## src/rtl/core/qlmi_pkg.sv

```systemverilog
package qlmi_pkg;

  localparam int QUEUE_DEPTH = 16;
  localparam int PTR_W       = $clog2(QUEUE_DEPTH);
  localparam int CNT_W       = $clog2(QUEUE_DEPTH + 1);

  localparam int POS_W   = 24;
  localparam int TIME_W  = 24;
  localparam int DELTA_W = 20;
  localparam int FRAC_W  = 17;
  localparam int QUOT_W  = 16;
  localparam int DIST_W  = POS_W + 1;
  localparam int SCL_W   = POS_W + 2;

  localparam int DIV_STEPS = QUOT_W;
  localparam int DIV_CNT_W = $clog2(DIV_STEPS + 1);

  localparam logic [FRAC_W-1:0] FRAC_ONE = FRAC_W'(65536);
  localparam logic [TIME_W-1:0] TIME_MAX = {TIME_W{1'b1}};

  localparam int IN_W  = 120;
  localparam int OUT_W = 64;

  typedef enum logic [2:0] {
    FN_PUSH   = 3'd0,
    FN_TICK   = 3'd1,
    FN_SKIP   = 3'd2,
    FN_RENDER = 3'd3,
    FN_SYNC   = 3'd4
  } func_t;

  typedef enum logic {
    CFG_START_X = 1'b0,
    CFG_START_Y = 1'b1
  } cfg_reg_t;

  typedef enum logic [3:0] {
    S_IDLE,
    S_READ,
    S_DIV,
    S_MUL,
    S_SUM,
    S_SKIP_RD,
    S_SKIP_AP,
    S_RMUL,
    S_RSUM,
    S_DONE
  } state_t;

  typedef struct packed {
    logic signed [POS_W-1:0] y;
    logic signed [POS_W-1:0] x;
  } target_t;

  typedef struct packed {
    logic [TIME_W-1:0] dur;
    logic [7:0]        anim;
    logic              keep_x;
    logic              keep_y;
  } timing_t;

endpackage

```

## src/rtl/core/qlmi_ram.sv

```systemverilog
module qlmi_ram #(
  parameter int WIDTH = 8,
  parameter int DEPTH = 16
) (
  input  logic                     clk,
  input  logic                     we,
  input  logic [$clog2(DEPTH)-1:0] waddr,
  input  logic [WIDTH-1:0]         wdata,
  input  logic [$clog2(DEPTH)-1:0] raddr,
  output logic [WIDTH-1:0]         rdata
);

  logic [WIDTH-1:0] mem [DEPTH];

  // Write one word, read one word registered
  always_ff @(posedge clk) begin
    if (we) begin
      mem[waddr] <= wdata;
    end
    rdata <= mem[raddr];
  end

endmodule

```

## src/rtl/core/qlmi_div.sv

```systemverilog
module qlmi_div (
  input  logic                        clk,
  input  logic                        rst,
  input  logic                        start,
  input  logic [qlmi_pkg::TIME_W-1:0] dividend,
  input  logic [qlmi_pkg::TIME_W-1:0] divisor,
  output logic [qlmi_pkg::QUOT_W-1:0] quot,
  output logic                        done
);
  import qlmi_pkg::*;

  logic [TIME_W-1:0]    rem;
  logic [DIV_CNT_W-1:0] cnt;
  logic                 busy;
  logic [TIME_W:0]      shifted;
  logic                 ge;
  logic [TIME_W-1:0]    rem_next;

  // One quotient bit per cycle; remainder stays below the divisor
  always_comb begin
    shifted  = {rem, 1'b0};
    ge       = shifted >= {1'b0, divisor};
    rem_next = ge ? TIME_W'(shifted - {1'b0, divisor}) : shifted[TIME_W-1:0];
  end

  always_ff @(posedge clk) begin
    if (rst) begin
      busy <= 1'b0;
      done <= 1'b0;
      cnt  <= '0;
    end else begin
      done <= 1'b0;
      if (start) begin
        busy <= 1'b1;
        cnt  <= DIV_CNT_W'(DIV_STEPS);
      end else if (busy) begin
        cnt <= cnt - 1'b1;
        if (cnt == DIV_CNT_W'(1)) begin
          busy <= 1'b0;
          done <= 1'b1;
        end
      end
    end
  end

  always_ff @(posedge clk) begin
    if (start) begin
      rem  <= dividend;
      quot <= '0;
    end else if (busy) begin
      rem  <= rem_next;
      quot <= {quot[QUOT_W-2:0], ge};
    end
  end

endmodule

```

## src/rtl/core/qlmi_scale.sv

```systemverilog
module qlmi_scale (
  input  logic                               clk,
  input  logic signed [qlmi_pkg::DIST_W-1:0] span,
  input  logic        [qlmi_pkg::FRAC_W-1:0] frac,
  output logic signed [qlmi_pkg::SCL_W-1:0]  scaled
);
  import qlmi_pkg::*;

  localparam int PROD_W = DIST_W + FRAC_W + 1;

  logic signed [PROD_W-1:0] prod;

  // Register the product, then round half up and drop the fraction
  always_ff @(posedge clk) begin
    prod <= PROD_W'(span) * PROD_W'($signed({1'b0, frac}));
  end

  assign scaled = SCL_W'((prod + PROD_W'(32768)) >>> 16);

endmodule

```

## src/rtl/core/queued_linear_move_interpolator.sv

```systemverilog
// channel  direction  handshake          payload
// s_       in         s_tvalid/s_tready  s_tdata fields, s_tuser = func
// m_       out        m_tvalid/m_tready  m_tdata result fields
// cfg_     in         cfg_valid/cfg_ready cfg_addr register, cfg_data value
//
// One item at a time. Push, sync and unused codes go straight to done; a
// starting tick reads the queue head; an active tick reads it, forms progress
// in the shift-subtract divider (16 quotient bits and a done step; skipped
// when progress is already one), then multiplies and sums; render multiplies
// and sums; skip reads and applies each queued action in turn.
// Reset is synchronous; the queue memories need no clearing pass.
// A waiting result holds only its output register: the next word is accepted
// and held at its last step until the output register frees.
module queued_linear_move_interpolator (
  input  logic                             clk,
  input  logic                             rst,
  input  logic                             s_tvalid,
  output logic                             s_tready,
  // target_x, target_y, keep_x, keep_y, duration, anim_id, tick_delta,
  // frame_fraction, zero fill
  input  logic [qlmi_pkg::IN_W-1:0]        s_tdata,
  // func
  input  logic [2:0]                       s_tuser,
  output logic                             m_tvalid,
  input  logic                             m_tready,
  // pos_x, pos_y, current_anim, busy_res, dropped, queued, zero fill
  output logic [qlmi_pkg::OUT_W-1:0]       m_tdata,
  input  logic                             cfg_valid,
  output logic                             cfg_ready,
  input  logic                             cfg_addr,
  input  logic [qlmi_pkg::POS_W-1:0]       cfg_data
);
  import qlmi_pkg::*;

  state_t state, state_next;

  // input fields
  func_t                     in_fn;
  logic signed [POS_W-1:0]   in_tx, in_ty;
  logic                      in_kx, in_ky;
  logic [TIME_W-1:0]         in_dur;
  logic [7:0]                in_anim;
  logic [DELTA_W-1:0]        in_delta;
  logic [FRAC_W-1:0]         in_frac;

  assign in_fn    = func_t'(s_tuser);
  assign in_tx    = s_tdata[23:0];
  assign in_ty    = s_tdata[47:24];
  assign in_kx    = s_tdata[48];
  assign in_ky    = s_tdata[49];
  assign in_dur   = s_tdata[73:50];
  assign in_anim  = s_tdata[81:74];
  assign in_delta = s_tdata[101:82];
  assign in_frac  = s_tdata[118:102];

  // architectural state
  logic [PTR_W-1:0]        rd_ptr, wr_ptr;
  logic [CNT_W-1:0]        count;
  logic signed [POS_W-1:0] pos_x, pos_y, nxt_x, nxt_y, prv_x, prv_y;
  logic [TIME_W-1:0]       elapsed;
  logic                    acting;
  logic [7:0]              anim_now;

  // per-item working registers
  func_t                   fn;
  logic                    drop;
  logic                    tick_run;
  logic                    fin;
  logic [FRAC_W-1:0]       frac;
  logic signed [POS_W-1:0] rend_x, rend_y;

  logic s_acc, cfg_acc, out_free;
  logic full, empty, last;
  logic [TIME_W:0]    e_sum;
  logic [TIME_W-1:0]  e_sat;
  logic [PTR_W-1:0]   rd_inc, wr_inc;

  assign s_tready  = (state == S_IDLE) && !cfg_valid;
  assign cfg_ready = (state == S_IDLE);
  assign s_acc     = s_tvalid && s_tready;
  assign cfg_acc   = cfg_valid && cfg_ready;
  assign out_free  = !m_tvalid || m_tready;

  assign full  = (count == CNT_W'(QUEUE_DEPTH));
  assign empty = (count == '0);
  assign last  = (count == CNT_W'(1));
  assign e_sum = {1'b0, elapsed} + (TIME_W+1)'(in_delta);
  assign e_sat = e_sum[TIME_W] ? TIME_MAX : e_sum[TIME_W-1:0];
  assign rd_inc = (rd_ptr == PTR_W'(QUEUE_DEPTH - 1)) ? '0 : rd_ptr + 1'b1;
  assign wr_inc = (wr_ptr == PTR_W'(QUEUE_DEPTH - 1)) ? '0 : wr_ptr + 1'b1;

  // queue memories
  target_t tgt_rd, tgt_wd;
  timing_t tim_rd, tim_wd;
  logic    q_we;
  logic [PTR_W-1:0] q_waddr;
  logic    push_wr, start_wb;
  logic signed [POS_W-1:0] res_x, res_y;

  assign push_wr  = s_acc && (in_fn == FN_PUSH) && !full;
  assign start_wb = (state == S_READ) && !tick_run;
  assign res_x    = tim_rd.keep_x ? pos_x : tgt_rd.x;
  assign res_y    = tim_rd.keep_y ? pos_y : tgt_rd.y;
  assign q_we     = push_wr || start_wb;
  assign q_waddr  = push_wr ? wr_ptr : rd_ptr;

  always_comb begin
    if (push_wr) begin
      tgt_wd = '{y: in_ty, x: in_tx};
      tim_wd = '{dur: in_dur, anim: in_anim, keep_x: in_kx, keep_y: in_ky};
    end else begin
      tgt_wd = '{y: res_y, x: res_x};
      tim_wd = '{dur: tim_rd.dur, anim: tim_rd.anim, keep_x: 1'b0, keep_y: 1'b0};
    end
  end

  qlmi_ram #(.WIDTH($bits(target_t)), .DEPTH(QUEUE_DEPTH)) u_tgt_ram (
    .clk   (clk),
    .we    (q_we),
    .waddr (q_waddr),
    .wdata (tgt_wd),
    .raddr (rd_ptr),
    .rdata (tgt_rd)
  );

  qlmi_ram #(.WIDTH($bits(timing_t)), .DEPTH(QUEUE_DEPTH)) u_tim_ram (
    .clk   (clk),
    .we    (q_we),
    .waddr (q_waddr),
    .wdata (tim_wd),
    .raddr (rd_ptr),
    .rdata (tim_rd)
  );

  // progress divider
  logic              div_start, div_done;
  logic [QUOT_W-1:0] div_quot;
  logic              reached;

  assign reached   = elapsed >= tim_rd.dur;
  assign div_start = (state == S_READ) && tick_run && !reached;

  qlmi_div u_div (
    .clk      (clk),
    .rst      (rst),
    .start    (div_start),
    .dividend (elapsed),
    .divisor  (tim_rd.dur),
    .quot     (div_quot),
    .done     (div_done)
  );

  // scaling units, shared by tick and render
  logic signed [DIST_W-1:0] dist_x, dist_y;
  logic signed [SCL_W-1:0]  scl_x, scl_y;

  always_comb begin
    if (state == S_RMUL) begin
      dist_x = DIST_W'(nxt_x) - DIST_W'(prv_x);
      dist_y = DIST_W'(nxt_y) - DIST_W'(prv_y);
    end else begin
      dist_x = DIST_W'(tgt_rd.x) - DIST_W'(pos_x);
      dist_y = DIST_W'(tgt_rd.y) - DIST_W'(pos_y);
    end
  end

  qlmi_scale u_scale_x (.clk(clk), .span(dist_x), .frac(frac), .scaled(scl_x));
  qlmi_scale u_scale_y (.clk(clk), .span(dist_y), .frac(frac), .scaled(scl_y));

  // state register
  always_ff @(posedge clk) begin
    if (rst) begin
      state <= S_IDLE;
    end else begin
      state <= state_next;
    end
  end

  // next state
  always_comb begin
    state_next = state;
    unique case (state)
      S_IDLE: begin
        if (s_acc) begin
          priority case (in_fn)
            FN_TICK:   state_next = empty ? S_DONE : S_READ;
            FN_SKIP:   state_next = empty ? S_DONE : S_SKIP_RD;
            FN_RENDER: state_next = S_RMUL;
            default:   state_next = S_DONE;
          endcase
        end
      end
      S_READ:    state_next = !tick_run ? S_DONE : (reached ? S_MUL : S_DIV);
      S_DIV:     state_next = div_done ? S_MUL : S_DIV;
      S_MUL:     state_next = S_SUM;
      S_SUM:     state_next = S_DONE;
      S_SKIP_RD: state_next = S_SKIP_AP;
      S_SKIP_AP: state_next = last ? S_DONE : S_SKIP_RD;
      S_RMUL:    state_next = S_RSUM;
      S_RSUM:    state_next = S_DONE;
      S_DONE:    state_next = out_free ? S_IDLE : S_DONE;
      default:   state_next = S_IDLE;
    endcase
  end

  // architectural state and pointers
  always_ff @(posedge clk) begin
    if (rst) begin
      rd_ptr   <= '0;
      wr_ptr   <= '0;
      count    <= '0;
      pos_x    <= '0;
      pos_y    <= '0;
      nxt_x    <= '0;
      nxt_y    <= '0;
      prv_x    <= '0;
      prv_y    <= '0;
      elapsed  <= '0;
      acting   <= 1'b0;
      anim_now <= '0;
    end else begin
      if (cfg_acc) begin
        unique case (cfg_reg_t'(cfg_addr))
          CFG_START_X: begin
            pos_x <= cfg_data;
            nxt_x <= cfg_data;
            prv_x <= cfg_data;
          end
          CFG_START_Y: begin
            pos_y <= cfg_data;
            nxt_y <= cfg_data;
            prv_y <= cfg_data;
          end
        endcase
      end
      unique case (state)
        S_IDLE: begin
          if (s_acc) begin
            priority case (in_fn)
              FN_PUSH: begin
                if (!full) begin
                  wr_ptr <= wr_inc;
                  count  <= count + 1'b1;
                end
              end
              FN_TICK: begin
                prv_x <= nxt_x;
                prv_y <= nxt_y;
                if (acting && !empty) begin
                  elapsed <= e_sat;
                end else if (acting) begin
                  acting <= 1'b0;
                end
              end
              FN_SKIP: begin
                acting  <= 1'b0;
                elapsed <= '0;
                if (empty) begin
                  prv_x <= nxt_x;
                  prv_y <= nxt_y;
                end
              end
              FN_SYNC: begin
                prv_x <= nxt_x;
                prv_y <= nxt_y;
              end
              default: begin
              end
            endcase
          end
        end
        S_READ: begin
          if (!tick_run) begin
            anim_now <= tim_rd.anim;
            acting   <= 1'b1;
            elapsed  <= '0;
          end
        end
        S_SUM: begin
          if (fin) begin
            pos_x  <= tgt_rd.x;
            pos_y  <= tgt_rd.y;
            nxt_x  <= tgt_rd.x;
            nxt_y  <= tgt_rd.y;
            acting <= 1'b0;
            rd_ptr <= rd_inc;
            count  <= count - 1'b1;
          end else begin
            nxt_x <= pos_x + scl_x[POS_W-1:0];
            nxt_y <= pos_y + scl_y[POS_W-1:0];
          end
        end
        S_SKIP_AP: begin
          anim_now <= tim_rd.anim;
          pos_x    <= res_x;
          pos_y    <= res_y;
          nxt_x    <= res_x;
          nxt_y    <= res_y;
          rd_ptr   <= rd_inc;
          count    <= count - 1'b1;
          if (last) begin
            prv_x <= res_x;
            prv_y <= res_y;
          end
        end
        default: begin
        end
      endcase
    end
  end

  // per-item working registers
  always_ff @(posedge clk) begin
    if (s_acc) begin
      fn       <= in_fn;
      drop     <= (in_fn == FN_PUSH) && full;
      tick_run <= acting && !empty;
      frac     <= (in_frac > FRAC_ONE) ? FRAC_ONE : in_frac;
    end
    if (state == S_READ) begin
      fin  <= reached;
      frac <= FRAC_ONE;
    end
    if (div_done) begin
      frac <= FRAC_W'(div_quot);
    end
    if (state == S_RSUM) begin
      rend_x <= prv_x + scl_x[POS_W-1:0];
      rend_y <= prv_y + scl_y[POS_W-1:0];
    end
  end

  // output register
  logic signed [POS_W-1:0] out_x, out_y;

  assign out_x = (fn == FN_RENDER) ? rend_x : nxt_x;
  assign out_y = (fn == FN_RENDER) ? rend_y : nxt_y;

  always_ff @(posedge clk) begin
    if (rst) begin
      m_tvalid <= 1'b0;
    end else if ((state == S_DONE) && out_free) begin
      m_tvalid <= 1'b1;
    end else if (m_tready) begin
      m_tvalid <= 1'b0;
    end
  end

  always_ff @(posedge clk) begin
    if ((state == S_DONE) && out_free) begin
      m_tdata <= {1'b0, count, drop, acting, anim_now, out_y, out_x};
    end
  end

endmodule

```

## config.mk

```make
export PLATFORM = sky130hd
export DESIGN_NAME = queued_linear_move_interpolator
export DESIGN_NICKNAME = d
export VERILOG_FILES = /design/src/rtl/core/qlmi_pkg.sv /design/src/rtl/core/qlmi_ram.sv /design/src/rtl/core/qlmi_div.sv /design/src/rtl/core/qlmi_scale.sv /design/src/rtl/core/queued_linear_move_interpolator.sv
export SDC_FILE = /design/constraint.sdc
export NUM_CORES = 2
export LEC_CHECK = 0
export BUFFER_PORTS_ARGS = -buffer_cell sky130_fd_sc_hd__buf_2
export CAP_MARGIN = 0
export CORE_UTILIZATION = 45
export DETAILED_ROUTE_END_ITERATION = 7
export PLACE_DENSITY = 0.6
export SLEW_MARGIN = 30
export SYNTH_ARGS = -nofsm -noshare
export SYNTH_HDL_FRONTEND = slang
export SYNTH_SLANG_ARGS = --single-unit
```

## constraint.sdc

```tcl
create_clock -name clk -period 12.2 [get_ports clk]
set_clock_uncertainty 0.2 [all_clocks]
set_input_delay 2.44 -clock clk [delete_from_list [all_inputs] [get_ports clk]]
set_output_delay 2.44 -clock clk [all_outputs]
set_load 0.03 [all_outputs]
```

Yosys cells after proc, flatten, opt, wreduce, memory -nomap -nowiden --
Memories as Yosys holds them, arrays and structs flattened. A register that Yosys moved wholly into a read port is not among the register bits. Index checks and enable logic that the tools add are counted. W data, S select, Z words.
Storage, ports and cells: bits in registers 456, memory bits (writable) 1312, input port bits 153, output and inout bits 67, word-level logic and storage cells 219, memories kept 2
Memories:
- u_tgt_ram.mem | depth 16, width 48, rd ports 1, clocked after Yosys merged registers in 1, write ports 1, line qlmi_ram.sv:13 | logic [WIDTH-1:0] mem [DEPTH];
- u_tim_ram.mem | depth 16, width 34, rd ports 1, clocked after Yosys merged registers in 1, write ports 1, line qlmi_ram.sv:13
Cells by class: add/subtract/negate cells 17, $mul 2, magnitude comparators 3, eq/ne operators 28, mux-type cells 89, bitwise logic cells 2, reductions and logical operators 45
Operators by type and width (count):
- $mux W24 | 33
- $pmux W24 S2 | 10
- $sub A24 B24 Y25 | 4
- $add A24 B24 Y24 | 4
- $add A40 B17 Y40 const B | 2
- $mul A25 B18 Y40 | 2
- $mux W17 | 3
- $mux W25 | 2
- $mux W48 | 1
- $mux W4 | 10
- $pmux W4 S9 | 1
- $mux W34 | 1
- $mux W5 | 6
- $add A24 B20 Y25 | 1
- $ge A25 B24 Y1 | 1
- $ge A24 B24 Y1 | 1
- $sub A24 B24 Y24 | 1
- $gt A17 B17 Y1 const B | 1
- $eq A4 B3 Y1 const B | 4
- $eq A4 B4 Y1 const B | 4
- $mux W16 | 1
- $pmux W8 S2 | 1
- $pmux W5 S3 | 1
- $reduce_bool A3 Y1 | 5
- other kinds (34) | 86

Longest topological paths before layout --
depth in word-level cells 8, depth in mapped cells 38, gate-level depth less buffers 37

Modules after synthesis --
A second synthesis with hierarchy kept.
Second synthesis, totals: cell total of the unflattened synthesis 9439, area total of the unflattened synthesis 113157.3 um2
By module, submodules not included:
- qlmi_ram at u_tgt_ram | times used 1, cells an instance 1242, area an instance 29691.0 um2, seq. area each 24023.0 um2
- queued_linear_move_interpolator | times used 1, cells an instance 3390, area an instance 27173.6 um2, seq. area each 7917.6 um2
- qlmi_ram at u_tim_ram | times used 1, cells an instance 888, area an instance 21076.5 um2, seq. area each 17016.3 um2
- qlmi_scale at u_scale_x | times used 1, cells an instance 1783, area an instance 15892.7 um2, seq. area each 540.5 um2
- qlmi_scale at u_scale_y | times used 1, cells an instance 1744, area an instance 15696.3 um2, seq. area each 540.5 um2
- qlmi_div | times used 1, cells an instance 392, area an instance 3627.2 um2, seq. area each 1181.1 um2

Worst setup path after synthesis --
No wires, ideal clock.
kind reg2reg, start register pos_x[2], end register u_scale_x.prod[39], library setup time 0.129 ns, arrival 8.289 ns, required time 11.870 ns, path slack 3.582 ns, cell stages (with the launch flop) 35, buffers on the path 1, clock period less this slack 8.618 ns, cells stage by stage dfxtp_1 > inv_1 > ha_1 > o21ai_0 > a21oi_1 > o311a_1 > or3_1 > a21o_1 > a21oi_1 > xnor2_1 > nand2_1 > o31ai_1 > clkbuf_1 > nand2_1 > fa_1 > fa_1 > fa_1 > inv_1 > fa_1 > inv_1 > fa_1 > inv_1 > fa_1 > ha_1 > a21oi_1 > o21ai_0 > a221oi_2 > o21ai_1 > a21oi_2 > o21bai_1 > a21o_1 > a221o_1 > a21o_1 > a21oi_1 > xnor3_1
Between the ends: longest elaborated chain between the ends 3
RTL lines:
- start: declaration | line queued_linear_move_interpolator.sv:59 | logic signed [POS_W-1:0] pos_x, pos_y, nxt_x, nxt_y, prv_x, prv_y;
- start signal: assignment | line queued_linear_move_interpolator.sv:225 | pos_x <= cfg_data;
- start signal: assignment | line queued_linear_move_interpolator.sv:281 | pos_x <= tgt_rd.x;
- start signal: assignment | line queued_linear_move_interpolator.sv:295 | pos_x <= res_x;
- $sub A24 B24 Y25 | line queued_linear_move_interpolator.sv:162 | dist_x = DIST_W'(tgt_rd.x) - DIST_W'(pos_x);
- $mux W25 | line queued_linear_move_interpolator.sv:158 | if (state == S_RMUL) begin
- $mul A25 B18 Y40 | line qlmi_scale.sv:15 | prod <= PROD_W'(span) * PROD_W'($signed({1'b0, frac}));
- end signal: assignment | line qlmi_scale.sv:15
- end: declaration | line qlmi_scale.sv:11 | logic signed [PROD_W-1:0] prod;
No other way between the ends. A chain may end at the register's enable or synchronous reset.

Worst setup path after layout --
start register nxt_y[0], end register u_scale_y.prod[39]
Between the ends: longest elaborated chain between the ends 3
RTL lines:
- start: declaration | line queued_linear_move_interpolator.sv:59
- start signal: assignment | line queued_linear_move_interpolator.sv:231 | nxt_y <= cfg_data;
- start signal: assignment | line queued_linear_move_interpolator.sv:284 | nxt_y <= tgt_rd.y;
- start signal: assignment | line queued_linear_move_interpolator.sv:290 | nxt_y <= pos_y + scl_y[POS_W-1:0];
- $sub A24 B24 Y25 | line queued_linear_move_interpolator.sv:160 | dist_y = DIST_W'(nxt_y) - DIST_W'(prv_y);
- $mux W25 | line queued_linear_move_interpolator.sv:158
- $mul A25 B18 Y40 | line qlmi_scale.sv:15
- end signal: assignment | line qlmi_scale.sv:15
- end: declaration | line qlmi_scale.sv:11
No other way between the ends.

==> flow_metrics.env <==
export IMPL_status="complete, no violations"
export IMPL_min_from="anim_now[7]$_SDFFE_PP0P_"
export IMPL_start_util_pct=45.43
export IMPL_hold_worst_slack_ns=0.2367
export IMPL_drc_errors=0
export IMPL_first_iter_violations=6488
export IMPL_vias=71520
export IMPL_grt_pass1_wl_um=462600
export IMPL_synth_fp_nets=10440
export IMPL_syn_area_sq_um=110900
export IMPL_place_hpwl_um=204600
export IMPL_synth_main_ff_cell="edfxtp_1"
export IMPL_antenna_found_initial=16
export IMPL_drt_wirelength_per_cell_um=24.41
export IMPL_finalHoldViolations=0
export IMPL_synth_cells=9040
export IMPL_die_height_um=498.5
export IMPL_regArea_sq_um=51160
export IMPL_setup_viol=0
export IMPL_end_kind="flip-flop"
export IMPL_startpoint_type="flip-flop"
export IMPL_use_met1_pct=34.83
export IMPL_drt_pass1_iterations=6
export IMPL_ys_types=96
export IMPL_synthArstFlopShare_pct=0
export IMPL_syn_avg_cell_area_sq_um=12.27
export IMPL_slowest_delay_ns=0.78
export IMPL_die_w_um=498.5
export IMPL_pin_count=220
export IMPL_synth_top_cells_by_area="edfxtp_1 40%, fa_1 14%, mux4_2 8.3%"
export IMPL_dieArea_sq_um=248500
export IMPL_slew_headroom_pct=28.39
export IMPL_path_clk_slew_ns=0.06
export IMPL_rsz0062_at_grt="no"
export IMPL_cts_sinks=1820
export IMPL_period_share_pct=82.13
export IMPL_fmax_mhz=99.80
export IMPL_overflow=0
export IMPL_area_growth_pct=10.35
export IMPL_tritoncts="built"
export IMPL_required_ns=12.74
export IMPL_netlist_area_leader_share_pct=39.77
export IMPL_clock_tree_buffer_depth=3
export IMPL_vias_per_cell=5.699
export IMPL_finalWirelength_um=306400
export IMPL_worst_setup_path_type="reg -> reg"
export IMPL_final_layout_size_suffix_gt1_share_pct=13.72
export IMPL_r2r_start="nxt_y[0]$_SDFFE_PP0P_"
export IMPL_ys_seq_area_share_pct=46.11
export IMPL_antenna_left=0
export IMPL_synth_seq_cells=1820
export IMPL_met2_usage_pct=39.27
export IMPL_cp_arrival_ns=10.56
export IMPL_busiest_layer="met2"
export IMPL_grt_max_degree=108
export IMPL_grt_pass1_vias=73420
export IMPL_clk_latency_ns=0.85
export IMPL_fill_cells=21040
export IMPL_cts_root_buf="clkbuf_16"
export IMPL_holdBufCountCts=0
export IMPL_crit_path_top_delay_cell="o31ai_4"
export IMPL_io_buffers=217
export IMPL_cts_resized=0
export IMPL_nets=10590
export IMPL_postLayoutCoreUtil_pct=50.13
export IMPL_fin_tns_setup_ns=0
export IMPL_setup_worst_path_start="nxt_y[0]$_SDFFE_PP0P_"
export IMPL_yosys_warnings=0
export IMPL_row_count=181
export IMPL_grt_use_total_pct=24.81
export IMPL_path_common_cell="fa_1"
export IMPL_htreeDepth=4
export IMPL_synth_edf_count=1469
export IMPL_place_congestion=0.9259
export IMPL_crit_fanout=17
export IMPL_multi_input_area_sq_um=54360
export IMPL_grt_util_met3_pct=3.157
export IMPL_slew_violations=0
export IMPL_synth_top_cell_by_area="edfxtp_1"
export IMPL_hold_class="reg -> reg"
export IMPL_cts_made_buffers=177
export IMPL_cap_violations=0
export IMPL_cts_setup_buffers=0
export IMPL_coreArea_sq_um=244100
export IMPL_tightest_slew_ns=1.072
export IMPL_post_route_min_period_ns=10.02
worst paths after layout:
check / slack (ns) / to / depth (start not counted)
hold reg to reg: 0.24 / m_tdata[55]$_DFFE_PP_ / 0
setup reg to reg: 2.18 / u_scale_y.prod[39]$_DFF_P_ / 35
hold / removal: 0.24 / m_tdata[55]$_DFFE_PP_ / 0
setup / recovery: 2.18 / u_scale_y.prod[39]$_DFF_P_ / 35
sequential cells by signal, summed over array words and instances (netlist names), 17 cells and up:
signal / cells
u_tim_ram.rdata: 34
u_scale_x.prod: 25
u_div.rem: 24
nxt_x: 24
rend_y: 24
u_tgt_ram.rdata: 48
rend_x: 24
nxt_y: 24
u_tim_ram.mem: 544
prv_y: 24
u_tgt_ram.mem: 768
pos_y: 24
prv_x: 24
pos_x: 24
m_tdata: 63
u_scale_y.prod: 25
frac: 17
elapsed: 24
cells by family after synthesis:
kind of cell               after synthesis  synth area share [%]
buffers and inverters                 1562                 5.330
DFF                                   1820                 46.11
xor gates and xnor gates               308                 2.445
and+or+nand+nor                       2248                 9.394
adders and majority gates             1251                 19.51
AOI/OAI and AO/OA                     1287                 7.372
other                                    1              0.003381
muxes                                  563                 9.836
worst max-delay path: cells and delay by family, from the launching register on:
kind	cells	cell delay, ns
xor gates and xnor gates	1	0.13
and+or+nand+nor	6	1.17
adders and majority gates	9	3.92
DFF	1	0.39
buffers and inverters	4	0.23
AOI/OAI and AO/OA	15	3.83
metrics by stage:
| stage | instance area (sq um) | setup WS [ns] | instances |
|---|---|---|---|
| floorplan | 110900 | 3.582 | 9040 |
| global placement | 115900 | 2.326 | 12200 |
| detailed placement | 116200 | 2.249 | 12200 |
| CTS | 122100 | 2.148 | 12540 |
| global route | 122400 | 1.623 | 12540 |
| finish | 122400 | 2.180 | 12550 |
cell usage in the layout, fill, tap and decap left out, types with 19 or more instances in the layout:
| cell type | count |
|---|---|
| xnor2_1 | 206 |
| a211oi_1 | 43 |
| clkbuf_16 | 179 |
| fa_1 | 798 |
| and2_1 | 385 |
| nand4_1 | 28 |
| a311oi_1 | 28 |
| ha_1 | 453 |
| nor2_4 | 21 |
| nor2_1 | 476 |
| a21oi_1 | 474 |
| a21o_1 | 98 |
| a221oi_1 | 54 |
| o21a_1 | 50 |
| mux2i_1 | 63 |
| nand3_1 | 70 |
| nor2b_1 | 84 |
| o21bai_1 | 31 |
| clkbuf_1 | 48 |
| a21oi_2 | 35 |
| o21ai_0 | 178 |
| xor2_1 | 101 |
| nand2b_1 | 77 |
| clkinv_2 | 31 |
| edfxtp_1 | 1469 |
| a22o_1 | 21 |
| dfxtp_1 | 344 |
| o21ai_1 | 27 |
| or3_1 | 19 |
| inv_1 | 1151 |
| mux4_2 | 410 |
| clkinv_1 | 23 |
| buf_4 | 131 |
| mux2_2 | 85 |
| buf_2 | 217 |
| nor3_1 | 76 |
| a31oi_1 | 74 |
| nand2_1 | 907 |
| and3_1 | 33 |
area by class of cell:
type                       count  area share (%)
clock buffer                 244           3.998
timing repair buffer         374           2.104
tap                         3202           3.273
sequential                  1820           41.80
inverter                    1154           3.545
multi-input combinational   5658           44.41
clock inverter                90          0.8506
antenna                        9         0.01840
routing by layer:
metal  vias up  wire, um
met2      2503    141200
met1     36860    132000
met3       464     20050
li1      31700         -
met5         -        21
met4         4     13100
synthesized netlist by cell type, drive strengths merged (9+ instances only):
cell type and n:
clkbuf 346, nand2 909, o21a 50, mux2 85, edfxtp 1469, o211ai 19
and2 385, ha 453, a311oi 29, a2111oi 10, o21ai 220, o31ai 16
buf 62, nor2b 86, mux4 410, o21bai 31, fa 798, nor3 77
and4 9, nand4 28, mux2i 68, xnor2 206, inv 1151, or2 13
nand2b 77, and3 36, o22ai 11, a21oi 513, nand3 73, a22o 21
a21o 98, a221oi 55, nor2 500, nor4 15, dfxtp 351, xor2 101
o41ai 11, a211oi 46, a31oi 76, or3 19
Power is left out: the tool's default activity adds up to more than one toggle a clock period on the data nets, which glitch-free logic cannot reach.
